## src/hw/rtl/r6r_pkg.sv

```systemverilog
`timescale 1ns / 1ps

package r6r_pkg;

   localparam int MAX_DATA_DISKS = 32;
   localparam int OFFSET_WIDTH   = 12;

   localparam logic [1:0] REQ_DATA = 2'd0;
   localparam logic [1:0] REQ_P    = 2'd1;
   localparam logic [1:0] REQ_Q    = 2'd2;
   localparam logic [1:0] REQ_NOP  = 2'd3;

   localparam logic [1:0] MODE_FROM_P  = 2'd0;
   localparam logic [1:0] MODE_FROM_Q  = 2'd1;
   localparam logic [1:0] MODE_FROM_PQ = 2'd2;

   localparam logic [1:0] CSR_MODE   = 2'd0;
   localparam logic [1:0] CSR_FIRST  = 2'd1;
   localparam logic [1:0] CSR_SECOND = 2'd2;
   localparam logic [1:0] CSR_COUNT  = 2'd3;

   localparam logic [2:0] SETTLE_CYCLES = 3'd4;

   typedef struct packed {
      logic [1:0]              kind;
      logic [4:0]              data_index;
      logic [OFFSET_WIDTH-1:0] byte_offset;
      logic [7:0]              byte_value;
   } req_item_type;

   typedef struct packed {
      logic [OFFSET_WIDTH-1:0] out_offset;
      logic [7:0]              rebuilt_byte;
      logic                    status;
   } rsp_item_type;

   typedef struct packed {
      logic [1:0] mode;
      logic [4:0] first;
      logic [4:0] second;
      logic [5:0] count;
   } cfg_type;

   typedef struct packed {
      logic [7:0] ginv_x;
      logic [7:0] coef_a;
      logic [7:0] coef_b;
   } coef_type;

   function automatic logic [7:0] gf_xtime(input logic [7:0] a);
      logic [7:0] r;
      r = {a[6:0], 1'b0};
      if (a[7]) begin
         r = r ^ 8'h1d;
      end
      return r;
   endfunction

   function automatic logic [7:0] gf_mul(input logic [7:0] a, input logic [7:0] b);
      logic [7:0] r;
      logic [7:0] t;
      r = 8'd0;
      t = a;
      for (int k = 0; k < 8; k++) begin
         if (b[k]) begin
            r = r ^ t;
         end
         t = gf_xtime(t);
      end
      return r;
   endfunction

   function automatic logic [255:0][7:0] gf_exp_table();
      logic [255:0][7:0] t;
      logic [7:0]        r;
      r = 8'd1;
      for (int e = 0; e < 256; e++) begin
         t[e] = r;
         r = gf_xtime(r);
      end
      return t;
   endfunction

   localparam logic [255:0][7:0] GF_EXP = gf_exp_table();

   function automatic logic [255:0][7:0] gf_inv_table();
      logic [255:0][7:0] t;
      t = '0;
      for (int e = 0; e < 255; e++) begin
         t[GF_EXP[e]] = GF_EXP[(e == 0) ? 0 : 255 - e];
      end
      return t;
   endfunction

   localparam logic [255:0][7:0] GF_INV = gf_inv_table();

endpackage

```

## src/hw/rtl/r6r_rsp_fifo.sv

```systemverilog
`timescale 1ns / 1ps

module r6r_rsp_fifo (
   input  logic                   clock,
   input  logic                   reset,
   input  logic                   push,
   input  r6r_pkg::rsp_item_type  push_item,
   input  logic                   pop,
   output logic                   not_empty,
   output logic [2:0]             count,
   output r6r_pkg::rsp_item_type  head
);

   r6r_pkg::rsp_item_type slot_ff [4];
   logic [1:0]            wr_ptr_ff, rd_ptr_ff;
   logic [2:0]            count_ff;

   always_ff @(posedge clock) begin
      if (push) begin
         slot_ff[wr_ptr_ff] <= push_item;
      end
   end

   always_ff @(posedge clock) begin
      if (reset) begin
         wr_ptr_ff <= 2'd0;
         rd_ptr_ff <= 2'd0;
         count_ff  <= 3'd0;
      end else begin
         if (push) begin
            wr_ptr_ff <= wr_ptr_ff + 2'd1;
         end
         if (pop) begin
            rd_ptr_ff <= rd_ptr_ff + 2'd1;
         end
         count_ff <= count_ff + {2'd0, push} - {2'd0, pop};
      end
   end

   assign not_empty = count_ff != 3'd0;
   assign count     = count_ff;
   assign head      = slot_ff[rd_ptr_ff];

endmodule

```

## config.mk

```make
export PLATFORM = sky130hd
export DESIGN_NAME = r6r_rsp_fifo
export DESIGN_NICKNAME = d
export VERILOG_FILES = /design/src/hw/rtl/r6r_pkg.sv /design/src/hw/rtl/r6r_rsp_fifo.sv
export SDC_FILE = /design/constraint.sdc
export NUM_CORES = 1
export LEC_CHECK = 0
export BUFFER_PORTS_ARGS = -buffer_cell sky130_fd_sc_hd__clkbuf_2
export CORE_MARGIN = 4
export CORE_UTILIZATION = 45
export CTS_CLUSTER_SIZE = 8
export DETAILED_ROUTE_END_ITERATION = 8
export PLACE_DENSITY = 0.77
export SLEW_MARGIN = 20
export SYNTH_ARGS = -nofsm -noshare
export SYNTH_HDL_FRONTEND = slang
export SYNTH_SLANG_ARGS = --single-unit
```

## constraint.sdc

```tcl
create_clock -name clock -period 2.13 [get_ports clock]
set_input_delay 0.426 -clock clock [delete_from_list [all_inputs] [get_ports clock]]
set_output_delay 0.426 -clock clock [all_outputs]
set_load 0.02 [all_outputs]
```

==> flow_summary.ini <==
[run_status]
status = finished clean

[logic_synthesis]
synth-seq-area-share_pct = 78.0
yosysWarnings = 0
syn_nets = 182
ys_top_cells_by_area = edfxtp_1, mux4_2, dfxtp_1
synth_seq_cells = 93
synth_top_area_cell = edfxtp_1
syn_inst = 150
async_flop_share_pct = 0
synth_most_common_cell = edfxtp_1
syn_area_um2 = 3470
synth_cell_types = 19
avgSynthCellArea_um2 = 23.1
ys_top_cells_by_count = edfxtp_1, mux4_2, dfxtp_1
yosysTopAreaCellShare_pct = 72.8
ys.flop_type = edfxtp_1
synth_edf_count = 84

[timing]
slew_viol_final = 0
finalHoldViolations = 0
relSlewSlack_pct = 78.2
rsz0062_at_grt = false
setup_ws_ps = 111
layout_worst_path_cycle_share_pct = 94.8
fin_setup_tns_ps = 0
skew_ps = 5.95
worstMarginPinSlew_ps = 326
period_needed_ps = 2020
setup_viol = 0
fmax_mhz = 495

[clock_network]
cts_buffer_depth = 2
cts_sinks = 93
path_clk_slew_ps = 90
postCtsHoldBufs = 0
cts_tree = yes
ctsRootBufferMaster = clkbuf_8
clk_latency_ps = 350
cts_buffers = 9
htree_levels = 3

[drt]
wl_per_cell_um = 17.9
via_per_inst = 5.00
drtAntennaViolNets = 0
routed_wl_um = 5740
first_pass_iters = 4
drc_errors = 0
vias = 1604
drt_iter0_markers = 53

[power]
p_leak_nw = 1.45
p_clk_share_pct = 26.8
netSwitchingFraction_pct = 24.8
power_density_nw_per_um2 = 896
p_sw_w = 0.000908
internal_power_w = 0.00276
combinationalPowerShare_pct = 15.0
p_total_w = 0.00367
p_seq_share_pct = 58.2
ir_worst_vdd_mv = 0.448

[setup_path]
slowest_delay_ps = 510
r2r_end = count[2]
crit_path_start_kind = flip-flop
critPathMaxFanout = 8
worstPathArrival_ps = 1590
slowest_stage = mux4_2
cp_data_required_time_ps = 1700
rrSetupSlack_ps = 310
cp-end-kind = output port
worst-setup-path-type = flip-flop to output port
path_cells = clkbuf_16 > mux4_2 > clkbuf_2
crit_family = multiplexers
reg2reg_from = count[0]
worst-path-buf-inv = 2
reg2reg_depth = 7

[global_routing]
track_usage_pct = 13.5
grt_pass1_vias = 1672
overflow = 0
grt_pass1_wl_um = 8590
antenna_found_initial = 0
grt_max_degree = 22

[place]
dp_slack_ps = 123
io_buffers = 49
gp_congestion = 0.671
hpwl_um = 3900

[die]
die_h_um = 95.8
rows = 31
initial_core_util_pct = 47.0
ioPinCount = 50
core_area_um2 = 7370
dieArea_um2 = 9170
die_w_um = 95.8

[run]
cap_violations = 0

[hold_path]
min_to = slot_ff[2][13]
hold_path.class = input port to flip-flop
hold-path-cell-count = 1
worstHoldStart = push_item[13]

[finish]
fin_nets = 249
syn2layout_area_growth_pct = 18.1
fillers = 583
multi_input_area_um2 = 704
n_antenna_cell = 0
regArea_um2 = 2710
final_layout_size_suffix_gt1_share_pct = 43.7
final_util_pct = 55.5
registers in the layout (all words and copies together), names as in the netlist, named ones only:
register,cells
rd_ptr_ff,2
count,3
slot_ff,84
wr_ptr_ff,2
kinds of logic (layout without fill, tap and decap cells):
family          after synthesis  count (layout)  synth area share [%]
compound gates                2               2                 0.433
xor+xnor                      3               3                  1.19
fa+ha+maj                     7               7                  2.74
buf+inv                      10              82                  1.59
flops                        93              93                  78.0
mux                          22              22                  14.0
simple gates                 13              13                  2.02
layout by cell type, fill, tap and decap left out, types with 2 or more instances in the layout:
master	count
clkbuf_8	9
nor2_1	5
clkinv_1	2
dfxtp_1	8
buf_12	2
clkinvlp_4	2
mux4_2	21
ha_1	6
nor2b_1	2
inv_1	6
buf_4	8
edfxtp_1	84
clkinv_2	2
clkbuf_2	49
and2_1	4
xnor2_1	2
worst register-to-register path, cell delays in order, from the launching register on:
cell	delay, ps
dfxtp_1	360
inv_1	50
ha_1	260
inv_1	40
ha_1	190
fa_1	410
xor3_1	370
nor2_1	100
per-layer routing:
layer	vias to the layer above	share of wire, %	track usage (%)	wire [um]
li1	738	-	-	-
met1	826	40	15.7	2290
met2	33	54	23.0	3120
met3	7	4.0	3.60	232
met4	0	1.6	6.75	91
met5	-	0	0	0
repair_timing:
action,CTS,global route
gates cloned,0,1
pin swaps,0,0
resized for setup,1,2
buffers inserted,0,0
setup endpoints to repair,1,15
per-stage QoR:
| stage | instance area (um^2) | instances | hold slack (ps) |
|---|---|---|---|
| finish | 4090 | 321 | 294 |
| global route | 4090 | 321 | 282 |
| CTS | 4060 | 320 | 277 |
| detailed placement | 3900 | 304 | 547 |
| global placement | 3900 | 304 | 526 |
| floorplan | 3470 | 150 | 492 |
cell type report:
cell class,count,share of cell area (%)
sequential,93,66.1
multi-input combinational,47,17.2
timing repair buffer,60,9.05
clock buffer,9,3.03
tap,99,3.03
clock inverter,7,1.01
inverter,6,0.550
how the worst max path moves through the flow:
| stage | start | to | slack [ps] | depth (start not counted) |
|---|---|---|---|---|
| 5_1_grt | flip-flop | head[20] | 30 | 3 |
| 3_3_place_gp | pop | count[2] | 230 | 7 |
| 2_1_floorplan | count[0] | count[2] | 310 | 7 |
| 3_5_place_dp | pop | count[2] | 120 | 7 |
| 4_1_cts | flip-flop | head[9] | 30 | 3 |
| 6_report | flip-flop | head[11] | 110 | 3 |
power by group through the flow:
stage / Sequential (W) / Clock (W) / Combinational [W]
global route: 0.00214 / 0.00108 / 0.000600
CTS: 0.00213 / 0.00100 / 0.000556
finish: 0.00213 / 0.000983 / 0.000551
floorplan: 0.00218 / 0 / 0.000336
global placement: 0.00217 / 0 / 0.000538
detailed placement: 0.00217 / 0 / 0.000554
No activity file was read; power rests on OpenSTA's default activity.
